<file path="src/hdl/bpk_pkg.sv">
// Shared types and constants for the MSB-first bit packer.
`default_nettype none

package bpk_pkg;

    // Largest append count; larger counts saturate to it
    localparam int MAX_APPEND = 24;
    // Most bytes one item can emit (a flush of 25 to 31 held bits)
    localparam int MAX_BYTES  = 4;
    // Output byte queue
    localparam int QDEPTH     = 8;
    localparam int QPTR_W     = 3;
    localparam int QCNT_W     = 4;

    // Item opcodes
    localparam logic OP_APPEND = 1'b0;
    localparam logic OP_FLUSH  = 1'b1;

    // One output beat
    typedef struct packed {
        logic [7:0] out_byte;
        logic       last;
    } beat_t;

    // Bytes produced by one item, beats[0] leaves first
    typedef struct packed {
        logic [2:0]                n;
        beat_t [MAX_BYTES-1:0]     beats;
    } push_t;

    // Queue status seen by the packer and the top level
    typedef struct packed {
        logic [QCNT_W-1:0] count;
        logic              room;
    } qstat_t;

endpackage

`default_nettype wire

</file>
<file path="src/hdl/bpk_in_if.sv">
// Input channel of the bit packer: append or flush items.
`default_nettype none

interface bpk_in_if;
    logic        valid;
    logic        ready;
    logic        opcode;
    logic [4:0]  bit_count;
    logic [23:0] bit_value;

    modport source (output valid, output opcode, output bit_count, output bit_value,
                    input ready);
    modport sink   (input valid, input opcode, input bit_count, input bit_value,
                    output ready);
endinterface

`default_nettype wire

</file>
<file path="src/hdl/bpk_out_if.sv">
// Output channel of the bit packer: one byte per beat.
`default_nettype none

interface bpk_out_if;
    logic       valid;
    logic       ready;
    logic [7:0] out_byte;
    logic       last;

    modport source (output valid, output out_byte, output last, input ready);
    modport sink   (input valid, input out_byte, input last, output ready);
endinterface

`default_nettype wire

</file>
<file path="src/hdl/bpk_pack.sv">
// Input register, accumulator state and the single-pass packing logic.
`default_nettype none

module bpk_pack
    import bpk_pkg::*;
#(
    parameter int ACC_WIDTH = 32
)
(
    input  logic       clk,
    input  logic       rst_n,
    bpk_in_if.sink     in_ch,
    input  qstat_t     qstat,
    output push_t      push
);

    logic                 item_valid_reg;
    logic                 opcode_reg;
    logic [4:0]           count_reg;
    logic [23:0]          value_reg;
    logic [ACC_WIDTH-1:0] acc_reg;
    logic [4:0]           held_reg;

    logic                 advance;
    logic [2:0]           nb;
    logic [2:0]           rem;
    logic [4:0]           cnt_sat;
    logic [23:0]          val_m;
    logic [ACC_WIDTH-1:0] acc_sh;
    logic [ACC_WIDTH-1:0] v_top;
    logic [ACC_WIDTH-1:0] acc_next;
    logic [4:0]           held_next;

    // Advance the held item once the queue can take its bytes
    assign advance     = item_valid_reg && qstat.room;
    assign in_ch.ready = !item_valid_reg || advance;

    // Work out emitted bytes and the next accumulator
    always_comb
    begin
        rem     = held_reg[2:0];
        cnt_sat = (count_reg > 5'(MAX_APPEND)) ? 5'(MAX_APPEND) : count_reg;
        val_m   = value_reg & ((24'd1 << cnt_sat) - 24'd1);
        acc_sh  = acc_reg << {held_reg[4:3], 3'b000};
        v_top   = {val_m, {(ACC_WIDTH-24){1'b0}}} << (5'(MAX_APPEND) - cnt_sat);
        if (opcode_reg == OP_FLUSH)
        begin
            nb        = 3'((6'(held_reg) + 6'd7) >> 3);
            acc_next  = '0;
            held_next = '0;
        end
        else
        begin
            nb        = {1'b0, held_reg[4:3]};
            acc_next  = acc_sh | (v_top >> rem);
            held_next = 5'({2'b00, rem} + cnt_sat);
        end
        push.n = advance ? nb : 3'd0;
        for (int i = 0; i < MAX_BYTES; i++)
        begin
            push.beats[i].out_byte = acc_reg[ACC_WIDTH-1-8*i -: 8];
            push.beats[i].last     = (3'(i + 1) == nb);
        end
    end

    // Hold control state
    always_ff @(posedge clk or negedge rst_n)
    begin
        if (!rst_n)
        begin
            item_valid_reg <= 1'b0;
            acc_reg        <= '0;
            held_reg       <= '0;
        end
        else
        begin
            if (in_ch.ready)
            begin
                item_valid_reg <= in_ch.valid;
            end
            if (advance)
            begin
                acc_reg  <= acc_next;
                held_reg <= held_next;
            end
        end
    end

    // Capture the item payload
    always_ff @(posedge clk)
    begin
        if (in_ch.ready && in_ch.valid)
        begin
            opcode_reg <= in_ch.opcode;
            count_reg  <= in_ch.bit_count;
            value_reg  <= in_ch.bit_value;
        end
    end

endmodule

`default_nettype wire

</file>
<file path="src/hdl/bpk_byte_queue.sv">
// Output byte queue: takes up to four beats a cycle, sends one while out_ch.ready is high.
`default_nettype none

module bpk_byte_queue
    import bpk_pkg::*;
(
    input  logic       clk,
    input  logic       rst_n,
    input  push_t      push,
    bpk_out_if.source  out_ch,
    output qstat_t     qstat
);

    beat_t             q_reg [QDEPTH];
    logic [QPTR_W-1:0] wr_ptr_reg;
    logic [QPTR_W-1:0] rd_ptr_reg;
    logic [QCNT_W-1:0] count_reg;
    logic              pop;

    assign pop             = out_ch.valid && out_ch.ready;
    assign out_ch.valid    = (count_reg != '0);
    assign out_ch.out_byte = q_reg[rd_ptr_reg].out_byte;
    assign out_ch.last     = q_reg[rd_ptr_reg].last;

    assign qstat.count = count_reg;
    assign qstat.room  = (count_reg <= QCNT_W'(QDEPTH - MAX_BYTES));

    // Advance pointers and count
    always_ff @(posedge clk or negedge rst_n)
    begin
        if (!rst_n)
        begin
            wr_ptr_reg <= '0;
            rd_ptr_reg <= '0;
            count_reg  <= '0;
        end
        else
        begin
            wr_ptr_reg <= QPTR_W'(wr_ptr_reg + push.n);
            if (pop)
            begin
                rd_ptr_reg <= QPTR_W'(rd_ptr_reg + 1'b1);
            end
            count_reg <= QCNT_W'(count_reg + QCNT_W'(push.n) - QCNT_W'(pop));
        end
    end

    // Store pushed beats in order
    always_ff @(posedge clk)
    begin
        for (int i = 0; i < MAX_BYTES; i++)
        begin
            if (3'(i) < push.n)
            begin
                q_reg[QPTR_W'(wr_ptr_reg + QPTR_W'(i))] <= push.beats[i];
            end
        end
    end

endmodule

`default_nettype wire

</file>
<file path="src/hdl/msb_first_bit_packer.sv">
// MSB-first bit packer: appends bit fields and emits whole bytes.
//
// in_ch carries items: opcode append (bit_count 1..24 right-aligned bits of
// bit_value, counts above 24 saturate, value bits above the count dropped)
// or flush (emit all held bits, last byte zero-padded, then clear).
// out_ch carries one byte per beat, earliest bit in bit 7; last marks the
// final byte produced by one item. Items that emit nothing send no beat.
// An accepted item waits in the input register until the byte queue has
// room; its bytes then enter the 8-entry byte queue and leave it in order.
// One item is taken per cycle while the queue has room for four more bytes;
// output drains one byte per cycle while out_ch.ready is high, so sustained
// item rate is set by the byte queue drain when items average over 8 bits.
// A receiver stall fills the queue; in_ch.ready then drops until at least
// four entries are free again. Reset empties the queue and clears the
// accumulator and bit count.
`default_nettype none

module msb_first_bit_packer
    import bpk_pkg::*;
#(
    parameter int ACC_WIDTH = 32
)
(
    input  logic       clk,
    input  logic       rst_n,
    bpk_in_if.sink     in_ch,
    bpk_out_if.source  out_ch
);

    push_t  push;
    qstat_t qstat;

    // Pack items into bytes
    bpk_pack #(
        .ACC_WIDTH (ACC_WIDTH)
    ) u_pack (
        .clk   (clk),
        .rst_n (rst_n),
        .in_ch (in_ch),
        .qstat (qstat),
        .push  (push)
    );

    // Queue bytes for the receiver
    bpk_byte_queue u_queue (
        .clk    (clk),
        .rst_n  (rst_n),
        .push   (push),
        .out_ch (out_ch),
        .qstat  (qstat)
    );

`ifndef SYNTHESIS
    a_count_bound: assert property (@(posedge clk) disable iff (!rst_n)
        qstat.count <= QCNT_W'(QDEPTH))
        else $error("byte queue count above depth");

    a_push_room: assert property (@(posedge clk) disable iff (!rst_n)
        (push.n != 3'd0) |-> qstat.room)
        else $error("bytes pushed without queue room");

    a_push_last: assert property (@(posedge clk) disable iff (!rst_n)
        (push.n != 3'd0) |-> push.beats[push.n - 3'd1].last)
        else $error("final pushed byte lacks last");

    a_valid_count: assert property (@(posedge clk) disable iff (!rst_n)
        out_ch.valid == (qstat.count != '0))
        else $error("output valid disagrees with queue count");
`endif

endmodule

`default_nettype wire

</file>
<file path="src/flat_wrapper.sv">
// flat-port wrapper written by rule: the top's interface ports become plain ports
module msb_first_bit_packer_flat import bpk_pkg::*;
#(
    parameter int ACC_WIDTH = 32
)
  (clk, rst_n, in_ch_valid, in_ch_opcode, in_ch_bit_count, in_ch_bit_value, in_ch_ready, out_ch_valid, out_ch_out_byte, out_ch_last, out_ch_ready);
  bpk_in_if in_ch_i ();
  bpk_out_if out_ch_i ();
  input  logic clk;
  input  logic rst_n;
  input wire logic [$bits(in_ch_i.valid)-1:0] in_ch_valid;
  input wire logic [$bits(in_ch_i.opcode)-1:0] in_ch_opcode;
  input wire logic [$bits(in_ch_i.bit_count)-1:0] in_ch_bit_count;
  input wire logic [$bits(in_ch_i.bit_value)-1:0] in_ch_bit_value;
  output wire logic [$bits(in_ch_i.ready)-1:0] in_ch_ready;
  output wire logic [$bits(out_ch_i.valid)-1:0] out_ch_valid;
  output wire logic [$bits(out_ch_i.out_byte)-1:0] out_ch_out_byte;
  output wire logic [$bits(out_ch_i.last)-1:0] out_ch_last;
  input wire logic [$bits(out_ch_i.ready)-1:0] out_ch_ready;
  assign in_ch_i.valid = in_ch_valid;
  assign in_ch_i.opcode = in_ch_opcode;
  assign in_ch_i.bit_count = in_ch_bit_count;
  assign in_ch_i.bit_value = in_ch_bit_value;
  assign in_ch_ready = in_ch_i.ready;
  assign out_ch_valid = out_ch_i.valid;
  assign out_ch_out_byte = out_ch_i.out_byte;
  assign out_ch_last = out_ch_i.last;
  assign out_ch_i.ready = out_ch_ready;
  msb_first_bit_packer #(.ACC_WIDTH(ACC_WIDTH)) u_core (.clk(clk), .rst_n(rst_n), .in_ch(in_ch_i), .out_ch(out_ch_i));
endmodule
</file>
<file path="config.mk">
export PLATFORM = sky130hd
export DESIGN_NAME = msb_first_bit_packer_flat
export DESIGN_NICKNAME = d
export VERILOG_FILES = /design/src/hdl/bpk_pkg.sv /design/src/hdl/bpk_in_if.sv /design/src/hdl/bpk_out_if.sv /design/src/hdl/bpk_pack.sv /design/src/hdl/bpk_byte_queue.sv /design/src/hdl/msb_first_bit_packer.sv /design/src/flat_wrapper.sv
export SDC_FILE = /design/constraint.sdc
export NUM_CORES = 1
export LEC_CHECK = 0
export BUFFER_PORTS_ARGS = -buffer_cell sky130_fd_sc_hd__buf_2
export CAP_MARGIN = 20
export CORE_ASPECT_RATIO = 0.5
export CORE_MARGIN = 5
export CORE_UTILIZATION = 58
export DETAILED_ROUTE_END_ITERATION = 7
export GPL_ROUTABILITY_DRIVEN = 1
export GPL_TIMING_DRIVEN = 0
export MAX_ROUTING_LAYER = met4
export PLACE_DENSITY = 0.85
export SYNTH_ARGS = -nofsm -noshare
export SYNTH_HDL_FRONTEND = slang
export SYNTH_SLANG_ARGS = --single-unit
</file>
<file path="constraint.sdc">
create_clock -name clk -period 4.9 [get_ports clk]
set_input_delay 0.49 -clock clk [delete_from_list [all_inputs] [get_ports clk]]
set_output_delay 0.49 -clock clk [all_outputs]
set_load 0.01 [all_outputs]
</file>
==> impl_metrics.env, run 1 <==
export IMPL_status="finished, violations left"
export IMPL_violations="DRC"
export IMPL_ys_seq_area_frac=0.3342
export IMPL_ff2ff_setup_slack_ps=50
export IMPL_skew_ps=16.70
export IMPL_yosys_top_cells_area="edfxtp_1, dfrtp_1, mux2i_1, mux4_2, nand2_1"
export IMPL_track_usage=0.4028
export IMPL_drc=17
export IMPL_ctsHtreeMaxLevel=4
export IMPL_num_vias=13470
export IMPL_critical_path_slowest_cell="mux4_1"
export IMPL_drive_gt1_frac=0.1656
export IMPL_p_per_area_nw_per_um2=672.8
export IMPL_core_um2=21630
export IMPL_first_global_vias=12990
export IMPL_tightest_slew_ps=1283
export IMPL_dr_pass1_iters=8
export IMPL_synth_compound_area_frac=0.2404
export IMPL_maxCapViolations=0
export IMPL_crit_arrival_ps=5180
export IMPL_viasPerCell=7.250
export IMPL_boundaryPins=45
export IMPL_crit_top_cell="nand2_1"
export IMPL_synth_top_area_frac=0.2401
export IMPL_hold_violations=0
export IMPL_wire_per_inst_um=26.49
export IMPL_slew_headroom=0.1383
export IMPL_nFillCells=1751
export IMPL_yosysMostFrequentCell="nand2_1"
export IMPL_diodes=0
export IMPL_dieArea_um2=25240
export IMPL_ctsHoldBuffers=0
export IMPL_clock_latency_ps=460
export IMPL_die_x_um=219.7
export IMPL_synth_edf_count=102
export IMPL_syn2layout_area_growth_pct=13.84
export IMPL_synth_top_family_by_area="compound AO/OA/AOI/OAI gates"
export IMPL_antenna_found_initial=0
export IMPL_drt_iter0_drc=2394
export IMPL_wirelength_mm=49.23
export IMPL_reg2reg_depth=21
export IMPL_largest_register_ffs=72
export IMPL_layout_nets=1597
export IMPL_fin_ws_ps=53.78
export IMPL_synthTopCellsByCount="nand2_1, nor2_1, a21oi_1"
export IMPL_period_minus_slack_ps=4846
export IMPL_grt_first_pass_wirelength_mm=75.55
export IMPL_path_class="flop to flop"
export IMPL_peakVddDrop_mv=0.3106
export IMPL_p_leak_nw=5.291
export IMPL_gr_total_overflow=0
export IMPL_worstPathRequired_ps=5230
export IMPL_hold_class="input pin to async pin"
export IMPL_r2r_end="u_core.u_pack.acc_reg[12]$_DFFE_PN0P_"
export IMPL_ys_ff_latch=150
export IMPL_fin_tns_setup_ps=0
export IMPL_cts_tree="built"
export IMPL_area_sequential_um2=4264
export IMPL_hpwl_mm=35.80
export IMPL_ys_types=95
export IMPL_place_congestion=1.042
export IMPL_synthAdderAreaFrac=0.02118
export IMPL_synthCells=1468
export IMPL_grt_max_degree=49
export IMPL_maxClockFrequency_ghz=0.2063
export IMPL_async_flop_share=0.3200
export IMPL_multi_input_area_um2=8118
export IMPL_pre_cts_slack_ps=-1336
export IMPL_setup_viol=0
export IMPL_numPortBuffers=44
export IMPL_syn_num_nets=1520
export IMPL_path_cells="clkbuf_4, buf_6, buf_4, nand2_1, nand2_1, ha_1, buf_6, buf_8, nand2_1, ha_2, clkbuf_8, o21a_4, a31o_4, and3_1, a221o_1, mux4_1, mux2i_2, nor3_1, a311oi_2, o2bb2ai_1, a221o_1"
export IMPL_start_util=0.5897
export IMPL_placed_cells=1814
export IMPL_final_cell_count_no_fill=1858
export IMPL_cpPeakStageDelay_ps=610
export IMPL_cts_sink_count=150
export IMPL_rsz0062_at_grt="yes"
export IMPL_start_kind="flop"
export IMPL_cts_max_path_buffers=2
export IMPL_dpl_cell_area_um2=13410
export IMPL_drv_slew=0
export IMPL_synthSimpleGateAreaFrac=0.1808
export IMPL_r2r_start="u_core.u_pack.count_reg[4]$_DFFE_PP_"
export IMPL_synth_main_ff_cell="edfxtp_1"
export IMPL_endpoint_kind="flop"
export IMPL_yosysTopAreaCell="edfxtp_1"
export IMPL_yosysWarnings=0
export IMPL_fp_row_count=38
export IMPL_synthXorXnorAreaFrac=0.01236
export IMPL_final_antenna_net_count=0
export IMPL_final_area_um2=14520
export IMPL_period_share=0.9890
export IMPL_cp_max_fo=10
export IMPL_synthMuxAreaShare=0.1557
export IMPL_syn_area_um2=12760
export IMPL_path_clk_slew_ps=70
export IMPL_clockRootBuffer="clkbuf_16"
export IMPL_die_y_um=114.9
export IMPL_syn_avg_cell_area_um2=8.690
export IMPL_holdWs_ps=30.55
export IMPL_cts_buffers=17
==> cell type report <==
| class | count | area share |
|---|---|---|
| Multi-Input combinational cell | 1139 | 0.5590 |
| Inverter | 32 | 0.008271 |
| Tap cell | 300 | 0.02585 |
| Sequential cell | 150 | 0.2936 |
| Clock inverter | 10 | 0.005514 |
| Timing Repair Buffer | 59 | 0.02524 |
| Clock buffer | 22 | 0.03489 |
| Buffer | 146 | 0.04764 |
==> power breakdown <==
group	leakage (nW)	switching (mW)	total, mW	internal (mW)
logic	3.44	4.19	6.48	2.29
registers	1.56	0.176	1.96	1.78
clock network	0.290	0.590	1.34	0.745
total	5.29	4.96	9.77	4.81
==> per-stage QoR <==
stage	util	power (mW)
final	0.6713	9.771
after global routing	0.6713	10.22
after CTS	0.6564	9.308
after detailed placement	0.6200	7.831
after global placement	0.6172	7.690
after floorplan	-	5.996
==> metal layers <==
metal	GRT usage	wire length [um]
met1	0.4996	18600
met2	0.6099	21520
met3	0.1071	6158
met4	0.2119	2952
met5	-	0
==> critical path: cells and delay by family (launching register included) <==
family	cells	cell delay (ps)
DFF	1	330
AOI/OAI and AO/OA	6	1550
and+or+nand+nor	5	530
muxes	2	860
buffers and inverters	6	1060
adders and majority gates	2	370
==> placed cells by master, fill, tap and decap left out, drive strengths merged, types with 8 or more instances in the layout <==
cell type,count
a211o,9
a211oi,29
a21oi,123
a221oi,13
a22oi,11
a31oi,19
and2,13
and3,9
buf,92
clkbuf,135
dfrtp,48
edfxtp,102
ha,16
inv,36
mux2,35
mux2i,89
mux4,31
nand2,179
nand2b,11
nand3,31
nand3b,8
nand4,15
nor2,125
nor3,30
nor4,10
o211ai,14
o21ai,112
o221ai,11
o22ai,10
o31ai,12
or2,13
or3,14
xnor2,14
==> how the worst max path moves through the flow <==
stage,from,endpoint,slack (ps)
after floorplan,u_core.u_pack.count_reg[3]$_DFFE_PP_,u_core.u_pack.acc_reg[22]$_DFFE_PN0P_,80
final,u_core.u_pack.count_reg[4]$_DFFE_PP_,u_core.u_pack.acc_reg[12]$_DFFE_PN0P_,50
after global placement,u_core.u_pack.count_reg[3]$_DFFE_PP_,u_core.u_pack.acc_reg[23]$_DFFE_PN0P_,-1320
after global routing,u_core.u_pack.count_reg[4]$_DFFE_PP_,u_core.u_pack.acc_reg[23]$_DFFE_PN0P_,-80
after CTS,u_core.u_pack.count_reg[0]$_DFFE_PP_,u_core.u_pack.acc_reg[22]$_DFFE_PN0P_,0.2
after detailed placement,u_core.u_pack.count_reg[3]$_DFFE_PP_,u_core.u_pack.acc_reg[23]$_DFFE_PN0P_,-1340
==> logic make-up (layout without fill, tap and decap cells) <==
family | count (synthesis) | in the layout
adders and majority gates | 21 | 21
and+or+nand+nor | 485 | 485
muxes | 155 | 155
DFF | 150 | 150
AOI/OAI and AO/OA | 460 | 460
xor gates and xnor gates | 18 | 18
buffers and inverters | 179 | 269
==> timing repair <==
action | CTS | global route
endpoints found under the hold margin | 0 | 0
pin swaps | 1 | 6
gates resized for setup | 50 | 54
endpoints found under the setup margin | 29 | 23
setup buffers | 3 | 7
(Power assumes the default switching activity.)
==> run 2, diff against run 1 <==
Settings changed: CORE_UTILIZATION 58 to 59, CTS_BUF_LIST set to sky130_fd_sc_hd__clkbuf_8, PLACE_DENSITY 0.85 to 0.86.
==> run 2 against run 1 <==
Flip-flop and latch count stayed put. The flow still finishes with violations (DRC). Design area decreased by 1.1%. Via count decreased by 1.2%. Critical endpoint is now u_core.u_pack.acc_reg[21]$_DFFE_PN0P_. Final cell count up 0.32%. Worst setup slack lost 12 ps. Die area fell by 1.6%. Power fell by 3.6%. Routed wire length is 2.3% lower. Clock power is 22% lower. Non-clock buffer count rose by 5. Largest cell class unchanged. Combinational power is 0.8% lower.
==> impl_metrics.env, run 2 (synthesis gave the netlist of run 1 again) <==
export IMPL_wire_per_inst_um=25.81
export IMPL_diodes=0
export IMPL_hold_class="input pin to flop"
export IMPL_syn2layout_area_growth_pct=12.53
export IMPL_skew_ps=23.18
export IMPL_cts_sink_count=150
export IMPL_critPathBufInv=7
export IMPL_start_util=0.5949
export IMPL_drive_gt1_frac=0.1669
export IMPL_clock_latency_ps=510
export IMPL_clockRootBuffer="clkbuf_8"
export IMPL_drc=2
export IMPL_boundaryPins=45
export IMPL_violations="DRC"
export IMPL_wirelength_mm=48.11
export IMPL_gr_total_overflow=0
export IMPL_die_y_um=114.0
export IMPL_critical_path_slowest_cell="mux4_2"
export IMPL_path_class="flop to flop"
export IMPL_drt_iter0_drc=2364
export IMPL_ff2ff_setup_slack_ps=40
export IMPL_fin_tns_setup_ps=0
export IMPL_status="finished, violations left"
export IMPL_layout_nets=1603
export IMPL_final_cell_count_no_fill=1864
export IMPL_period_share=0.9915
export IMPL_largest_register_ffs=72
export IMPL_track_usage=0.3960
export IMPL_cts_buffers=17
export IMPL_place_congestion=1.040
export IMPL_fp_row_count=38
export IMPL_grt_first_pass_wirelength_mm=73.69
export IMPL_dpl_cell_area_um2=13420
export IMPL_setup_viol=0
export IMPL_cp_max_fo=10
export IMPL_grt_max_degree=49
export IMPL_num_vias=13310
export IMPL_dr_pass1_iters=8
export IMPL_cp_depth=16
export IMPL_path_clk_slew_ps=90
export IMPL_hold_violations=0
export IMPL_numPortBuffers=44
export IMPL_crit_top_cell="buf_2"
export IMPL_power_mw=9.419
export IMPL_first_global_vias=12360
export IMPL_p_per_area_nw_per_um2=656.1
export IMPL_final_antenna_net_count=0
export IMPL_viasPerCell=7.140
export IMPL_pre_cts_slack_ps=-1409
export IMPL_start_kind="flop"
export IMPL_cpPeakStageDelay_ps=510
export IMPL_cts_tree="built"
export IMPL_dieArea_um2=24840
export IMPL_placed_cells=1817
export IMPL_reg2reg_depth=16
export IMPL_slew_headroom=0.1900
export IMPL_die_x_um=218.0
export IMPL_antenna_found_initial=0
export IMPL_period_minus_slack_ps=4859
export IMPL_endpoint_kind="flop"
export IMPL_crit_arrival_ps=5260
export IMPL_final_area_um2=14360
export IMPL_hpwl_mm=35.37
export IMPL_peakVddDrop_mv=0.3185
export IMPL_tightest_slew_ps=1206
export IMPL_hold_depth=1
export IMPL_mostFrequentLayoutCells="nand2_1, nor2_1, a21oi_1"
export IMPL_drv_slew=0
export IMPL_p_leak_nw=5.224
export IMPL_core_um2=21440
export IMPL_cpLargestDelayFamily="buffers and inverters"
export IMPL_maxCapViolations=0
export IMPL_ctsHtreeMaxLevel=4
export IMPL_maxClockFrequency_ghz=0.2058
export IMPL_final_common_cell="nand2_1"
export IMPL_path_cells="buf_2, buf_2, buf_2, and2_1, ha_1, clkbuf_1, inv_1, clkbuf_1, clkbuf_2, nor2_1, a22oi_1, a31oi_1, nand2_1, mux4_2, and4_1, a221oi_1"
export IMPL_fin_ws_ps=41.42
export IMPL_worstPathRequired_ps=5300
export IMPL_cts_max_path_buffers=2
[run 2: cell type report]
cell class	count	area (um2)
clock inverters	15	182.7
repair buffers	64	410.4
flip-flops and latches	150	4264
fillers	1705	7087
clock buffers	17	234.0
well taps	300	375.4
multi-input cells	1140	8089
plain buffers	146	680.7
inverters	32	120.1
[run 2: timing repair]
action | 4_1_cts | 5_1_grt
gates cloned | 1 | 0
setup buffers | 0 | 13
pin swaps | 0 | 11
setup endpoints to repair | 29 | 21
resized for setup | 54 | 47
hold buffers | 0 | 1
hold endpoints to repair | 0 | 9
[run 2: metrics by stage]
step | util | hold slack, ps
floorplan | - | 194.4
global placement | 0.6227 | 479.3
detailed placement | 0.6259 | 501.9
CTS | 0.6553 | 120.7
global route | 0.6695 | 125.4
finish | 0.6695 | 153.9
[run 2: path summary, 6_finish.rpt]
check                                                 startpoint                                        to
setup / recovery            u_core.u_pack.count_reg[2]$_DFFE_PP_     u_core.u_pack.acc_reg[21]$_DFFE_PN0P_
hold / removal                                in_ch_bit_count[2]      u_core.u_pack.count_reg[2]$_DFFE_PP_
setup reg to reg            u_core.u_pack.count_reg[2]$_DFFE_PP_     u_core.u_pack.acc_reg[21]$_DFFE_PN0P_
hold reg to reg            u_core.u_queue.count_reg[0]$_DFF_PN0_     u_core.u_queue.count_reg[0]$_DFF_PN0_
max in group asynchronous                                  rst_n     u_core.u_pack.acc_reg[21]$_DFFE_PN0P_
min in group asynchronous                                  rst_n  u_core.u_pack.item_valid_reg$_DFFE_PN0N_
[run 2: where the power goes]
part	switching [mW]	leakage [nW]	internal, mW
registers	0.168	1.56	1.78
clock network	0.572	0.207	0.473
logic	4.16	3.45	2.27
total	4.90	5.22	4.52
[run 2: routing by layer]
metal / part of all wire / vias to the layer above / global-route usage / wire [um]
met3: 0.13 / 253 / 0.09600 / 6131
met5: 0 / - / - / 0
met4: 0.051 / 0 / 0.1706 / 2442
met1: 0.38 / 6197 / 0.5085 / 18300
li1: - / 5728 / - / -
met2: 0.44 / 1131 / 0.6054 / 21240
[run 2: worst register-to-register path: cells and delay by family (launching register included)]
kind,cells,cell delay [ps]
DFF,1,350
adders and majority gates,1,160
muxes,1,510
buffers and inverters,7,2020
AOI/OAI and AO/OA,3,640
and+or+nand+nor,4,1070
